$ cat config.mk
export PLATFORM = sky130hd
export DESIGN_NAME = midpoint_circle_rasterizer
export DESIGN_NICKNAME = d
export VERILOG_FILES = /design/src/sv/mcr_pkg.sv /design/src/sv/mcr_queue.sv /design/src/sv/mcr_front.sv /design/src/sv/mcr_back.sv /design/src/sv/midpoint_circle_rasterizer.sv
export SDC_FILE = /design/constraint.sdc
export NUM_CORES = 2
export LEC_CHECK = 0
export BUFFER_PORTS_ARGS = -buffer_cell sky130_fd_sc_hd__buf_4
export CORE_ASPECT_RATIO = 0.6
export CORE_MARGIN = 4
export CORE_UTILIZATION = 60
export DETAILED_ROUTE_END_ITERATION = 6
export PLACE_DENSITY = 0.81
export SYNTH_ARGS = -nofsm -noshare
export SYNTH_HDL_FRONTEND = slang
export SYNTH_SLANG_ARGS = --single-unit
$ cat constraint.sdc
create_clock -name clock -period 12.84 [get_ports clock]
set_clock_uncertainty 0.1 [all_clocks]
set_input_delay 1.926 -clock clock [delete_from_list [all_inputs] [get_ports clock]]
set_output_delay 1.926 -clock clock [all_outputs]
set_load 0.1 [all_outputs]
$ cat src/sv/mcr_pkg.sv
// ----------------------------------------------------------------------------
// mcr_pkg
// Shared types, constants and the octant table of the midpoint circle
// rasterizer.
// ----------------------------------------------------------------------------
package mcr_pkg;

   localparam int COORD_BITS_DEF  = 12;
   localparam int ARC_BITS        = 11;
   localparam int ERR_BITS        = 14;
   localparam int PT_BITS         = 14;
   localparam int ADDR_BITS       = 32;
   localparam int COLOR_BITS      = 32;
   localparam int PITCH_BITS      = 16;
   localparam int BPP_BITS        = 3;
   localparam int DIM_BITS        = 13;
   localparam int CSR_INDEX_BITS  = 3;
   localparam int CSR_DATA_BITS   = 32;
   localparam int QUEUE_DEPTH     = 2;
   localparam int IDX_BITS        = 3;
   localparam int POINTS_PER_STEP = 8;

   localparam logic [ADDR_BITS-1:0]  BASE_ADDRESS_RST    = '0;
   localparam logic [PITCH_BITS-1:0] ROW_PITCH_RST       = 16'd2048;
   localparam logic [BPP_BITS-1:0]   BYTES_PER_PIXEL_RST = 3'd4;
   localparam logic [COLOR_BITS-1:0] PIXEL_VALUE_RST     = '0;
   localparam logic [DIM_BITS-1:0]   SCREEN_WIDTH_RST    = 13'd512;
   localparam logic [DIM_BITS-1:0]   SCREEN_HEIGHT_RST   = 13'd512;

   typedef enum logic {
      MODE_START = 1'b0,
      MODE_STEP  = 1'b1
   } mode_type;

   typedef enum logic [CSR_INDEX_BITS-1:0] {
      CSR_BASE_ADDRESS    = 3'd0,
      CSR_ROW_PITCH       = 3'd1,
      CSR_BYTES_PER_PIXEL = 3'd2,
      CSR_PIXEL_VALUE     = 3'd3,
      CSR_SCREEN_WIDTH    = 3'd4,
      CSR_SCREEN_HEIGHT   = 3'd5
   } csr_index_type;

   typedef struct packed {
      logic [ADDR_BITS-1:0]  base_address;
      logic [PITCH_BITS-1:0] row_pitch;
      logic [BPP_BITS-1:0]   bytes_per_pixel;
      logic [COLOR_BITS-1:0] pixel_value;
      logic [DIM_BITS-1:0]   screen_width;
      logic [DIM_BITS-1:0]   screen_height;
   } cfg_type;

   typedef struct packed {
      logic [ARC_BITS-1:0] arc_x;
      logic [ARC_BITS-1:0] arc_y;
      logic                finished;
   } arc_step_type;

   typedef struct packed {
      logic full;
      logic empty;
   } queue_status_type;

   typedef struct packed {
      logic swap;
      logic neg_x;
      logic neg_y;
   } octant_type;

   // point order: (+x,+y) (+y,+x) (-y,+x) (-x,+y) (-x,-y) (-y,-x) (+y,-x) (+x,-y)
   function automatic octant_type octant_of(input logic [IDX_BITS-1:0] idx);
      octant_type o;
      unique case (idx)
         3'd0: o = '{swap: 1'b0, neg_x: 1'b0, neg_y: 1'b0};
         3'd1: o = '{swap: 1'b1, neg_x: 1'b0, neg_y: 1'b0};
         3'd2: o = '{swap: 1'b1, neg_x: 1'b1, neg_y: 1'b0};
         3'd3: o = '{swap: 1'b0, neg_x: 1'b1, neg_y: 1'b0};
         3'd4: o = '{swap: 1'b0, neg_x: 1'b1, neg_y: 1'b1};
         3'd5: o = '{swap: 1'b1, neg_x: 1'b1, neg_y: 1'b1};
         3'd6: o = '{swap: 1'b1, neg_x: 1'b0, neg_y: 1'b1};
         default: o = '{swap: 1'b0, neg_x: 1'b0, neg_y: 1'b1};
      endcase
      return o;
   endfunction

endpackage

$ cat src/sv/mcr_queue.sv
// ----------------------------------------------------------------------------
// mcr_queue
// Short FIFO of step descriptors between the front and the point pipeline.
// ----------------------------------------------------------------------------
module mcr_queue #(
   parameter int WIDTH = 8
) (
   input  logic                          clock,
   input  logic                          reset,
   input  logic                          push,
   input  logic [WIDTH-1:0]              push_data,
   input  logic                          pop,
   output logic [WIDTH-1:0]              pop_data,
   output mcr_pkg::queue_status_type     status
);

   localparam int PTR_BITS = $clog2(mcr_pkg::QUEUE_DEPTH);

   logic [WIDTH-1:0]  entry_ff [mcr_pkg::QUEUE_DEPTH];
   logic [PTR_BITS-1:0] wr_ptr_ff, wr_ptr_in;
   logic [PTR_BITS-1:0] rd_ptr_ff, rd_ptr_in;
   logic [PTR_BITS:0]   count_ff, count_in;
   logic                do_push, do_pop;

   always_comb begin
      status.full  = (count_ff == (PTR_BITS+1)'(mcr_pkg::QUEUE_DEPTH));
      status.empty = (count_ff == '0);
      do_push      = push && !status.full;
      do_pop       = pop && !status.empty;
      wr_ptr_in    = do_push ? wr_ptr_ff + 1'b1 : wr_ptr_ff;
      rd_ptr_in    = do_pop ? rd_ptr_ff + 1'b1 : rd_ptr_ff;
      count_in     = count_ff;
      if (do_push && !do_pop) begin
         count_in = count_ff + 1'b1;
      end else if (do_pop && !do_push) begin
         count_in = count_ff - 1'b1;
      end
      pop_data = entry_ff[rd_ptr_ff];
   end

   always_ff @(posedge clock) begin
      if (reset) begin
         wr_ptr_ff <= '0;
         rd_ptr_ff <= '0;
         count_ff  <= '0;
      end else begin
         wr_ptr_ff <= wr_ptr_in;
         rd_ptr_ff <= rd_ptr_in;
         count_ff  <= count_in;
      end
   end

   always_ff @(posedge clock) begin
      if (do_push) begin
         entry_ff[wr_ptr_ff] <= push_data;
      end
   end

endmodule

$ cat src/sv/mcr_front.sv
// ----------------------------------------------------------------------------
// mcr_front
// Accepts start and step transactions, runs the midpoint recurrence and
// queues one descriptor per step of an active circle.
// ----------------------------------------------------------------------------
module mcr_front #(
   parameter int COORD_BITS = mcr_pkg::COORD_BITS_DEF
) (
   input  logic                                clock,
   input  logic                                reset,
   input  logic                                req_valid,
   output logic                                req_ready,
   input  logic                                req_mode,
   input  logic [COORD_BITS-1:0]               center_x,
   input  logic [COORD_BITS-1:0]               center_y,
   input  logic [mcr_pkg::ARC_BITS-1:0]        radius,
   input  mcr_pkg::queue_status_type           q_status,
   output logic                                push,
   output logic [2*COORD_BITS+$bits(mcr_pkg::arc_step_type)-1:0] push_data
);

   localparam int AW = mcr_pkg::ARC_BITS + 2;
   localparam int EW = mcr_pkg::ERR_BITS + 2;

   logic [mcr_pkg::ARC_BITS-1:0] arc_x_ff, arc_x_in;
   logic [mcr_pkg::ARC_BITS-1:0] arc_y_ff, arc_y_in;
   logic [mcr_pkg::ERR_BITS-1:0] err_ff, err_in;
   logic [COORD_BITS-1:0]        origin_x_ff, origin_x_in;
   logic [COORD_BITS-1:0]        origin_y_ff, origin_y_in;
   logic                         drawing_ff, drawing_in;

   logic                  accept;
   logic signed [AW-1:0]  x_cur, y_cur, x_nxt, y_nxt;
   logic signed [EW-1:0]  err0, err1, err2;
   logic                  drawing_nxt;
   mcr_pkg::arc_step_type step;

   always_comb begin
      req_ready = !q_status.full;
      accept    = req_valid && req_ready;

      x_cur = $signed({2'b00, arc_x_ff});
      y_cur = $signed({2'b00, arc_y_ff});
      err0  = $signed({{2{err_ff[mcr_pkg::ERR_BITS-1]}}, err_ff});
      y_nxt = y_cur;
      err1  = err0;
      if (err0[EW-1] || err0 == '0) begin
         y_nxt = y_cur + AW'(1);
         err1  = err0 + $signed({{2{y_nxt[AW-1]}}, y_nxt, 1'b1});
      end
      x_nxt = x_cur;
      err2  = err1;
      if (!err1[EW-1] && err1 != '0) begin
         x_nxt = x_cur - AW'(1);
         err2  = err1 - $signed({{2{x_nxt[AW-1]}}, x_nxt, 1'b1});
      end
      drawing_nxt = (x_nxt >= y_nxt);

      step.arc_x    = arc_x_ff;
      step.arc_y    = arc_y_ff;
      step.finished = !drawing_nxt;
      push_data     = {origin_y_ff, origin_x_ff, step};
      push          = 1'b0;

      arc_x_in    = arc_x_ff;
      arc_y_in    = arc_y_ff;
      err_in      = err_ff;
      origin_x_in = origin_x_ff;
      origin_y_in = origin_y_ff;
      drawing_in  = drawing_ff;
      if (accept) begin
         if (req_mode == mcr_pkg::MODE_START) begin
            origin_x_in = center_x;
            origin_y_in = center_y;
            arc_x_in    = radius;
            arc_y_in    = '0;
            err_in      = '0;
            drawing_in  = 1'b1;
         end else if (drawing_ff) begin
            push       = 1'b1;
            arc_x_in   = x_nxt[mcr_pkg::ARC_BITS-1:0];
            arc_y_in   = y_nxt[mcr_pkg::ARC_BITS-1:0];
            err_in     = err2[mcr_pkg::ERR_BITS-1:0];
            drawing_in = drawing_nxt;
         end
      end
   end

   always_ff @(posedge clock) begin
      if (reset) begin
         arc_x_ff    <= '0;
         arc_y_ff    <= '0;
         err_ff      <= '0;
         origin_x_ff <= '0;
         origin_y_ff <= '0;
         drawing_ff  <= 1'b0;
      end else begin
         arc_x_ff    <= arc_x_in;
         arc_y_ff    <= arc_y_in;
         err_ff      <= err_in;
         origin_x_ff <= origin_x_in;
         origin_y_ff <= origin_y_in;
         drawing_ff  <= drawing_in;
      end
   end

endmodule

$ cat src/sv/mcr_back.sv
// ----------------------------------------------------------------------------
// mcr_back
// Point pipeline: expands a step descriptor into eight mirrored points,
// one per cycle while the output is not stalled, and computes address and off-screen flag.
// ----------------------------------------------------------------------------
module mcr_back #(
   parameter int COORD_BITS = mcr_pkg::COORD_BITS_DEF
) (
   input  logic                                  clock,
   input  logic                                  reset,
   input  mcr_pkg::cfg_type                      cfg,
   input  logic                                  q_valid,
   input  logic [2*COORD_BITS+$bits(mcr_pkg::arc_step_type)-1:0] q_data,
   output logic                                  pop,
   output logic                                  rsp_valid,
   input  logic                                  rsp_ready,
   output logic [mcr_pkg::PT_BITS-1:0]           point_x,
   output logic [mcr_pkg::PT_BITS-1:0]           point_y,
   output logic [mcr_pkg::ADDR_BITS-1:0]         byte_address,
   output logic [mcr_pkg::COLOR_BITS-1:0]        color,
   output logic                                  off_screen,
   output logic                                  last,
   output logic                                  finished
);

   localparam int SW  = ((COORD_BITS > mcr_pkg::PT_BITS) ? COORD_BITS : mcr_pkg::PT_BITS) + 2;
   localparam int STW = $bits(mcr_pkg::arc_step_type);
   localparam int PT  = mcr_pkg::PT_BITS;
   localparam logic [mcr_pkg::IDX_BITS-1:0] LAST_IDX =
      mcr_pkg::IDX_BITS'(mcr_pkg::POINTS_PER_STEP - 1);

   logic [mcr_pkg::IDX_BITS-1:0] idx_ff, idx_in;
   logic                         s1_valid_ff, s1_valid_in;
   logic signed [PT-1:0]         s1_px_ff, s1_px_in;
   logic signed [PT-1:0]         s1_py_ff, s1_py_in;
   logic                         s1_last_ff, s1_last_in;
   logic                         s1_fin_ff, s1_fin_in;
   logic                         s2_valid_ff, s2_valid_in;
   logic [PT-1:0]                s2_px_ff, s2_px_in;
   logic [PT-1:0]                s2_py_ff, s2_py_in;
   logic [mcr_pkg::ADDR_BITS-1:0] s2_row_ff, s2_row_in;
   logic [mcr_pkg::ADDR_BITS-1:0] s2_col_ff, s2_col_in;
   logic                         s2_off_ff, s2_off_in;
   logic                         s2_last_ff, s2_last_in;
   logic                         s2_fin_ff, s2_fin_in;
   logic                         out_valid_ff, out_valid_in;
   logic [PT-1:0]                out_px_ff, out_px_in;
   logic [PT-1:0]                out_py_ff, out_py_in;
   logic [mcr_pkg::ADDR_BITS-1:0] out_addr_ff, out_addr_in;
   logic [mcr_pkg::COLOR_BITS-1:0] out_color_ff, out_color_in;
   logic                         out_off_ff, out_off_in;
   logic                         out_last_ff, out_last_in;
   logic                         out_fin_ff, out_fin_in;

   logic                         adv, load;
   mcr_pkg::arc_step_type        step;
   logic [COORD_BITS-1:0]        org_x, org_y;
   mcr_pkg::octant_type          oct;
   logic [SW-1:0]                off_a, off_b, base_x, base_y, sum_x, sum_y;
   logic signed [PT+mcr_pkg::PITCH_BITS:0] prod_y;
   logic signed [PT+mcr_pkg::BPP_BITS:0]   prod_x;

   always_comb begin
      adv  = !out_valid_ff || rsp_ready;
      load = adv && q_valid;
      pop  = load && (idx_ff == LAST_IDX);

      step  = q_data[STW-1:0];
      org_x = q_data[STW +: COORD_BITS];
      org_y = q_data[STW+COORD_BITS +: COORD_BITS];
      oct   = mcr_pkg::octant_of(idx_ff);

      off_a  = {{(SW-mcr_pkg::ARC_BITS){1'b0}}, oct.swap ? step.arc_y : step.arc_x};
      off_b  = {{(SW-mcr_pkg::ARC_BITS){1'b0}}, oct.swap ? step.arc_x : step.arc_y};
      base_x = {{(SW-COORD_BITS){1'b0}}, org_x};
      base_y = {{(SW-COORD_BITS){1'b0}}, org_y};
      sum_x  = oct.neg_x ? base_x - off_a : base_x + off_a;
      sum_y  = oct.neg_y ? base_y - off_b : base_y + off_b;

      idx_in      = load ? idx_ff + 1'b1 : idx_ff;
      s1_valid_in = adv ? q_valid : s1_valid_ff;
      s1_px_in    = load ? $signed(sum_x[PT-1:0]) : s1_px_ff;
      s1_py_in    = load ? $signed(sum_y[PT-1:0]) : s1_py_ff;
      s1_last_in  = load ? (idx_ff == LAST_IDX) : s1_last_ff;
      s1_fin_in   = load ? ((idx_ff == LAST_IDX) && step.finished) : s1_fin_ff;

      prod_y = s1_py_ff * $signed({1'b0, cfg.row_pitch});
      prod_x = s1_px_ff * $signed({1'b0, cfg.bytes_per_pixel});

      s2_valid_in = adv ? s1_valid_ff : s2_valid_ff;
      s2_px_in    = adv ? s1_px_ff : s2_px_ff;
      s2_py_in    = adv ? s1_py_ff : s2_py_ff;
      s2_row_in   = adv ? mcr_pkg::ADDR_BITS'(prod_y) : s2_row_ff;
      s2_col_in   = adv ? mcr_pkg::ADDR_BITS'(prod_x) : s2_col_ff;
      s2_off_in   = adv ? (s1_px_ff[PT-1] || s1_py_ff[PT-1]
                           || (s1_px_ff[mcr_pkg::DIM_BITS-1:0] >= cfg.screen_width)
                           || (s1_py_ff[mcr_pkg::DIM_BITS-1:0] >= cfg.screen_height))
                        : s2_off_ff;
      s2_last_in  = adv ? s1_last_ff : s2_last_ff;
      s2_fin_in   = adv ? s1_fin_ff : s2_fin_ff;

      out_valid_in = adv ? s2_valid_ff : out_valid_ff;
      out_px_in    = adv ? s2_px_ff : out_px_ff;
      out_py_in    = adv ? s2_py_ff : out_py_ff;
      out_addr_in  = adv ? cfg.base_address + s2_row_ff + s2_col_ff : out_addr_ff;
      out_color_in = adv ? cfg.pixel_value : out_color_ff;
      out_off_in   = adv ? s2_off_ff : out_off_ff;
      out_last_in  = adv ? s2_last_ff : out_last_ff;
      out_fin_in   = adv ? s2_fin_ff : out_fin_ff;

      rsp_valid    = out_valid_ff;
      point_x      = out_px_ff;
      point_y      = out_py_ff;
      byte_address = out_addr_ff;
      color        = out_color_ff;
      off_screen   = out_off_ff;
      last         = out_last_ff;
      finished     = out_fin_ff;
   end

   always_ff @(posedge clock) begin
      if (reset) begin
         idx_ff       <= '0;
         s1_valid_ff  <= 1'b0;
         s2_valid_ff  <= 1'b0;
         out_valid_ff <= 1'b0;
      end else begin
         idx_ff       <= idx_in;
         s1_valid_ff  <= s1_valid_in;
         s2_valid_ff  <= s2_valid_in;
         out_valid_ff <= out_valid_in;
      end
   end

   always_ff @(posedge clock) begin
      s1_px_ff     <= s1_px_in;
      s1_py_ff     <= s1_py_in;
      s1_last_ff   <= s1_last_in;
      s1_fin_ff    <= s1_fin_in;
      s2_px_ff     <= s2_px_in;
      s2_py_ff     <= s2_py_in;
      s2_row_ff    <= s2_row_in;
      s2_col_ff    <= s2_col_in;
      s2_off_ff    <= s2_off_in;
      s2_last_ff   <= s2_last_in;
      s2_fin_ff    <= s2_fin_in;
      out_px_ff    <= out_px_in;
      out_py_ff    <= out_py_in;
      out_addr_ff  <= out_addr_in;
      out_color_ff <= out_color_in;
      out_off_ff   <= out_off_in;
      out_last_ff  <= out_last_in;
      out_fin_ff   <= out_fin_in;
   end

endmodule

$ cat src/sv/midpoint_circle_rasterizer.sv
// Points leave one per cycle from the single point pipeline while a step is queued
//   and the output is not stalled; a start or a step with no active circle queues no descriptor.
// Requests are taken while the 2-entry descriptor queue has room.
// Reset: synchronous; clears the arc state and loads the register reset values.
// ----------------------------------------------------------------------------
// midpoint_circle_rasterizer
// Midpoint circle generator emitting eight mirrored points per step with
// frame-buffer address, color and off-screen flag.
// ----------------------------------------------------------------------------
module midpoint_circle_rasterizer #(
   parameter int COORD_BITS = mcr_pkg::COORD_BITS_DEF
) (
   input  logic                                   clock,
   input  logic                                   reset,
   input  logic                                   req_tvalid,
   output logic                                   req_tready,
   // center_x, center_y, radius, zero fill
   input  logic [((2*COORD_BITS+mcr_pkg::ARC_BITS+7)/8)*8-1:0] req_tdata,
   // mode
   input  logic                                   req_tuser,
   output logic                                   rsp_tvalid,
   input  logic                                   rsp_tready,
   // point_x, point_y, byte_address, color, zero fill
   output logic [95:0]                            rsp_tdata,
   // off_screen, finished
   output logic [1:0]                             rsp_tuser,
   output logic                                   rsp_tlast,
   input  logic                                   csr_wr_en,
   input  logic [mcr_pkg::CSR_INDEX_BITS-1:0]     csr_index,
   input  logic [mcr_pkg::CSR_DATA_BITS-1:0]      csr_wdata
);

   localparam int QW = 2*COORD_BITS + $bits(mcr_pkg::arc_step_type);

   mcr_pkg::cfg_type          cfg_ff, cfg_in;
   mcr_pkg::queue_status_type q_status;
   logic                      push, pop;
   logic [QW-1:0]             push_data, pop_data;
   logic [mcr_pkg::PT_BITS-1:0]    point_x, point_y;
   logic [mcr_pkg::ADDR_BITS-1:0]  byte_address;
   logic [mcr_pkg::COLOR_BITS-1:0] color;
   logic                      off_screen, finished;

   always_comb begin
      cfg_in = cfg_ff;
      if (csr_wr_en) begin
         unique case (csr_index)
            mcr_pkg::CSR_BASE_ADDRESS:    cfg_in.base_address = csr_wdata;
            mcr_pkg::CSR_ROW_PITCH:
               cfg_in.row_pitch = csr_wdata[mcr_pkg::PITCH_BITS-1:0];
            mcr_pkg::CSR_BYTES_PER_PIXEL:
               cfg_in.bytes_per_pixel = csr_wdata[mcr_pkg::BPP_BITS-1:0];
            mcr_pkg::CSR_PIXEL_VALUE:     cfg_in.pixel_value = csr_wdata;
            mcr_pkg::CSR_SCREEN_WIDTH:
               cfg_in.screen_width = csr_wdata[mcr_pkg::DIM_BITS-1:0];
            mcr_pkg::CSR_SCREEN_HEIGHT:
               cfg_in.screen_height = csr_wdata[mcr_pkg::DIM_BITS-1:0];
            default: cfg_in = cfg_ff;
         endcase
      end
   end

   always_ff @(posedge clock) begin
      if (reset) begin
         cfg_ff.base_address    <= mcr_pkg::BASE_ADDRESS_RST;
         cfg_ff.row_pitch       <= mcr_pkg::ROW_PITCH_RST;
         cfg_ff.bytes_per_pixel <= mcr_pkg::BYTES_PER_PIXEL_RST;
         cfg_ff.pixel_value     <= mcr_pkg::PIXEL_VALUE_RST;
         cfg_ff.screen_width    <= mcr_pkg::SCREEN_WIDTH_RST;
         cfg_ff.screen_height   <= mcr_pkg::SCREEN_HEIGHT_RST;
      end else begin
         cfg_ff <= cfg_in;
      end
   end

   mcr_front #(
      .COORD_BITS (COORD_BITS)
   ) u_front (
      .clock     (clock),
      .reset     (reset),
      .req_valid (req_tvalid),
      .req_ready (req_tready),
      .req_mode  (req_tuser),
      .center_x  (req_tdata[COORD_BITS-1:0]),
      .center_y  (req_tdata[2*COORD_BITS-1:COORD_BITS]),
      .radius    (req_tdata[2*COORD_BITS +: mcr_pkg::ARC_BITS]),
      .q_status  (q_status),
      .push      (push),
      .push_data (push_data)
   );

   mcr_queue #(
      .WIDTH (QW)
   ) u_queue (
      .clock     (clock),
      .reset     (reset),
      .push      (push),
      .push_data (push_data),
      .pop       (pop),
      .pop_data  (pop_data),
      .status    (q_status)
   );

   mcr_back #(
      .COORD_BITS (COORD_BITS)
   ) u_back (
      .clock        (clock),
      .reset        (reset),
      .cfg          (cfg_ff),
      .q_valid      (!q_status.empty),
      .q_data       (pop_data),
      .pop          (pop),
      .rsp_valid    (rsp_tvalid),
      .rsp_ready    (rsp_tready),
      .point_x      (point_x),
      .point_y      (point_y),
      .byte_address (byte_address),
      .color        (color),
      .off_screen   (off_screen),
      .last         (rsp_tlast),
      .finished     (finished)
   );

   assign rsp_tdata = {4'b0000, color, byte_address, point_y, point_x};
   assign rsp_tuser = {finished, off_screen};

   a_fin_on_last: assert property (@(posedge clock) disable iff (reset)
      rsp_tvalid && finished |-> rsp_tlast)
      else $error("finished flag on a point that is not the last of its step");

   a_no_overflow: assert property (@(posedge clock) disable iff (reset)
      q_status.full |-> !push)
      else $error("descriptor pushed into a full queue");

   a_reset_idle: assert property (@(posedge clock)
      reset |=> !rsp_tvalid && req_tready)
      else $error("pipeline not empty after reset");

endmodule
# ---- Word-level counts from Yosys, hierarchy flattened
# Memory sizes are Yosys's and may differ from the RTL's. A register that Yosys moved wholly into a read port is not among the register bits.
# Cells that the tools add are included.
dict set report totals {
  mem_bits_rw 94
  word_cells 134
  out_inout_bits 101
  ff_bits 385
  in_bits 81
  n_memories 1
}
# memory depth word_bits read_ports rd_clocked_by_memory_dff write_ports line_no
set mem_list {}
lappend mem_list {u_queue.entry_ff 2 47 1 1 1 mcr_queue.sv:19} ;# logic [WIDTH-1:0] entry_ff [mcr_pkg::QUEUE_DEPTH];
dict set report op_classes {
  add_sub_neg 15
  multipliers 2
  n_eq_ne 14
  mux 26
  magnitude_cmp 3
  n_reduce_logical 35
  n_bitwise 1
}
# operator count
set op_table {}
lappend op_table {{2-to-1 mux 14 bit} 5}
lappend op_table {{2-to-1 mux 11 bit} 6}
lappend op_table {{adder 32 bit} 2}
lappend op_table {{greater-or-equal comparator 13 bit} 3}
lappend op_table {{multiplier 14 x 17 -> 31 bit} 1}
lappend op_table {{adder 12 x 11 -> 13 bit} 2}
lappend op_table {{2-to-1 mux 13 bit} 2}
lappend op_table {{subtractor 12 x 11 -> 13 bit} 2}
lappend op_table {{one-hot mux 3 bit (7 select lines)} 1}
lappend op_table {{== test 3 bit, second input constant} 6}
lappend op_table {{multiplier 14 x 4 -> 18 bit} 1}
lappend op_table {{zero test 16 bit} 1}
lappend op_table {{2-to-1 mux 16 bit} 1}
lappend op_table {{AND reduction 2 bit} 8}
lappend op_table {{nonzero test 16 bit} 1}
lappend op_table {{adder 14 x 14 -> 15 bit} 1}
lappend op_table {{subtractor 14 x 13 -> 14 bit} 1}
lappend op_table {{adder 11 x 1 -> 12 bit, second input constant} 1}
lappend op_table {{== test 3 x 2 -> 1 bit, second input constant} 4}
lappend op_table {{subtractor 11 x 1 -> 12 bit, second input constant} 1}
lappend op_table {{logical AND 1 bit} 9}
lappend op_table {{2-to-1 mux 1 bit} 9}
lappend op_table {{zero test 1 bit} 7}
lappend op_table {{== test 3 x 1 -> 1 bit, second input constant} 2}
lappend op_table {{12 further kinds} 19}

# ---- Longest topological paths before layout
dict set report logic_depth {
  word_depth 9
  depth_mapped 26
  ltp_nobuf 25
}

# ---- Cells and area by module
# A second synthesis with hierarchy kept.
dict set report unflattened {
  hier_cells 3292
  area_unflattened_um2 34226.6
}
# mod area_each_um2 seq_area_each_um2 n_inst cells_each
set modules_own_cells {}
lappend modules_own_cells {mcr_back 21195.3 6276.0 1 2053}
lappend modules_own_cells {mcr_front 4992.3 1221.2 1 661}
lappend modules_own_cells {midpoint_circle_rasterizer 4425.5 2182.1 1 407}
lappend modules_own_cells {mcr_queue 3613.5 2922.8 1 171}

# ---- Least setup slack after synthesis
# Ideal clock, no wire load.
dict set report synth_path {
  kind {reg-to-reg}
  start {register u_back.s1_py_ff[2]}
  end {register, netlist name u_back.s2_row_ff[30]}
  setup_time_ns 0.260
  required_time_ns 12.480
  path_slack_ns 6.148
  synth_period_minus_slack_ns 6.692
  path_buffers 1
  path_stages_with_launch 22
  arrival_time_ns 6.332
  path_cell_list {edfxtp_1 -> clkbuf_1 -> nand2_1 -> fa_1 -> inv_1 -> fa_1 -> fa_1 -> inv_1 -> fa_1 -> fa_1 -> inv_1 -> fa_1 -> ha_1 -> a211o_1 -> a311oi_1 -> o21ai_0 -> a31o_2 -> o21ai_0 -> o21ai_0 -> a211o_1 -> a21oi_1 -> xnor2_1}
}
dict set report synth_between {
  elab_chain_cells 1
}
# item line_no
set synth_rtl {}
lappend synth_rtl {{start: declaration} mcr_back.sv:35} ;# logic signed [PT-1:0] s1_py_ff, s1_py_in;
lappend synth_rtl {{start signal: assignment} mcr_back.sv:137} ;# s1_py_ff <= s1_py_in;
lappend synth_rtl {{multiplier 14 x 17 -> 31 bit} mcr_back.sv:87} ;# prod_y = s1_py_ff * $signed({1'b0, cfg.row_pitch});
lappend synth_rtl {{named net u_back.prod_y (one bit)} mcr_back.sv:60} ;# logic signed [PT+mcr_pkg::PITCH_BITS:0] prod_y;
# The timed path passes the listed nets, and every way through them passes these cells.
# A chain may end at the register's enable or synchronous reset.

# ---- Worst setup path after layout
dict set report layout_path {
  start {register u_back.s1_py_ff[2]}
  end {register, netlist name u_back.s2_row_ff[30]}
}
dict set report layout_between {
  elab_chain_cells 1
}
# item line_no
set layout_rtl {}
lappend layout_rtl {{multiplier 14 x 17 -> 31 bit} mcr_back.sv:87}
lappend layout_rtl {{named net u_back.prod_y (one bit)} mcr_back.sv:60}
# The timed path passes the listed nets, and every way through them passes these cells.

==> reports/qor.csv <==
metric,value,unit
status,finished clean,
async_flop_share,0,%
gr-usage-met3,5.870,%
max_freq,128.3,MHz
drv_slew,0,
ys_ff_latch,480,
grt_max_degree,110,
yosys.cell_types.count,86,
fp.dieW,307.8,um
core-area,52940,um2
htreeDepth,2,
finalWorstSetupSlack,5045,ps
utilization,67.66,%
first_global_vias,24100,
hold_class,flop to flop,
path_clk_slew,70,ps
cap_violations,0,
ios,182,
rsz0062_at_grt,false,
crit_path_end_kind,flop,
antenna_found_initial,0,
cts_max_path_buffers,3,
yosys_warnings,0,
cts_resized,0,
wl_per_cell,20.44,um
p_leak,15.68,nW
hpwlAfterDp,61700,um
grt_usage,28.73,%
finalSetupViolations,0,
yosysTopAreaCell,edfxtp_1,
numPortBuffers,172,
post_cts_buffers,0,
ant_nets,0,
cts.sink_count,480,
grt_overflow,0,
n_fill_cell,3812,
wl,81910,um
cp_data_required_time,13030,ps
dpl_cell_area,34250,um2
hold_viol_final,0,
cp-start-kind,flop,
gp_routability_congestion,0.9305,
syn_inst,3139,
grt_pass1_wl,131500,um
slew_headroom,12.75,%
min_path_cells,0,
netlist_area,32360,um2
timing.final.crit_share,60.71,%
holdBufCountCts,0,
worst-setup-path-type,flop to flop,
grt_most_used_layer,met1,
drc,0,
vias,23860,
syn_to_final_growth,10.70,%
seq_area_frac_synth,38.94,%
nets,3858,
rows,65,
gr-usage-met1,44.30,%
synthFlopType,edfxtp_1,
gr-usage-met2,42.18,%
final_cell_count_no_fill,4007,
slowest_stage,edfxtp_1,
powerDensity,141.1,nW/um2
die_area,57840,um2
avgSynthCellArea,10.31,um2
path_max_fanout,18,
worst_skew_pair.late_latency,580,ps
critical_path.max_stage_delay,910,ps
root_buffer,clkbuf_16,
synth_top_area_share,27.75,%
crit_path_frequent_cell,fa_1,
cts_tree,done,
worstPathCellList,nand2_1 -> fa_1 -> inv_1 -> fa_1 -> fa_1 -> inv_1 -> fa_1 -> fa_1 -> inv_1 -> fa_1 -> ha_1 -> a211o_1 -> a311oi_1 -> o21ai_0 -> a31o_2 -> o21ai_0 -> o21ai_0 -> a211o_1 -> a21oi_1 -> xnor2_1,
whs,292.3,ps
setup_tns,0,ps
initial_core_util,61.12,%
period_minus_slack,7795,ps
vias_per_cell,5.955,
dr.pass1.iters,6,
cts_buffers,45,
antenna_cells,0,
dp.cells,3923,
stdcell_area,35820,um2
worstRegToRegCells,20,
synthTopCellsByCount,"nand2_1, inv_1, edfxtp_1, ha_1, a21oi_1",
dr.first_iter.drc_count,2582,
place_ws,5116,ps
synth_edf_count,299,
arrival,7980,ps
yosysMostFrequentCell,nand2_1,
worst_slew_pin_slew,1302,ps
finalPower,5.056,mW
ir_worst_vdd,0.00009164,V
yosys-top-cells-area,"edfxtp_1, fa_1, ha_1",
final_layout_size_suffix_gt1_share,10.47,%
fp.dieH,187.9,um
## cell families after synthesis
family | share of synthesized area [%]
xor+xnor | 4.129
mux | 3.016
other cells | 0.01159
buf+inv | 5.463
fa+ha+maj | 24.78
flops | 38.94
compound gates | 10.55
simple gates | 13.11
## layout make-up
type | instances | area, um2 | share of cell area, %
Multi-Input combinational cell | 2202 | 18030 | 50.34
Sequential cell | 480 | 12600 | 35.18
Timing Repair Buffer | 189 | 1419 | 3.961
Inverter | 349 | 1315 | 3.671
Clock buffer | 59 | 1252 | 3.496
Tap cell | 703 | 879.6 | 2.455
Clock inverter | 25 | 320.3 | 0.8941
## per-layer routing
layer | vias to the layer above | wire, um
li1 | 10840 | -
met1 | 11660 | 36980
met5 | - | 0
met4 | 0 | 1564
met3 | 144 | 9040
met2 | 1218 | 34320
## registers in the layout, indices dropped and copies added, names as in the netlist, 11 cells and up, named ones only
name	count
cfg_ff	109
u_back.byte_address	32
u_back.color	32
u_back.point_x	14
u_back.point_y	14
u_back.s1_px_ff	14
u_back.s1_py_ff	14
u_back.s2_col_ff	18
u_back.s2_px_ff	14
u_back.s2_py_ff	14
u_back.s2_row_ff	31
u_front.arc_x_ff	11
u_front.arc_y_ff	11
u_front.err_ff	14
u_front.origin_x_ff	12
u_front.origin_y_ff	12
u_queue.entry_ff	94
## where the power goes
| part | leakage [nW] | switching, mW | internal (mW) | total [mW] |
|---|---|---|---|---|
| clock | 0.758 | 0.607 | 0.818 | 1.43 |
| combinational | 10.3 | 1.14 | 0.578 | 1.72 |
| sequential | 4.58 | 0.115 | 1.80 | 1.91 |
## worst paths after layout
check	to	slack (ps)	startpoint
setup / recovery	u_back.s2_row_ff[30]	5040	u_back.s1_py_ff[2]
hold / removal	u_back.color[8]	290	cfg_ff[34]
setup reg to reg	u_back.s2_row_ff[30]	5040	u_back.s1_py_ff[2]
hold reg to reg	u_back.color[8]	290	cfg_ff[34]
## placed cells by master, fill, tap and decap left out, types with 24 or more instances in the layout
cell	synthesis	layout
o21bai_1	26	26
a21o_1	43	43
o21ai_0	81	81
dfxtp_1	181	180
clkbuf_16	0	48
edfxtp_1	299	299
mux2_2	24	24
nand2_1	494	494
buf_4	6	189
fa_1	218	218
nor3_1	27	26
nor2_1	120	117
xor2_1	48	48
nand2b_1	43	43
and2_1	119	118
xnor2_1	99	99
a21oi_1	260	260
ha_1	292	292
inv_1	348	347
## critical path: cells and delay by family, from the launching register on
kind	cells	cell delay, ps
AOI/OAI and AO/OA	8	2660
xor gates and xnor gates	1	80
adders and majority gates	7	3420
buffers and inverters	3	160
DFF	1	910
and+or+nand+nor	1	180
(Power assumes the default switching activity.)
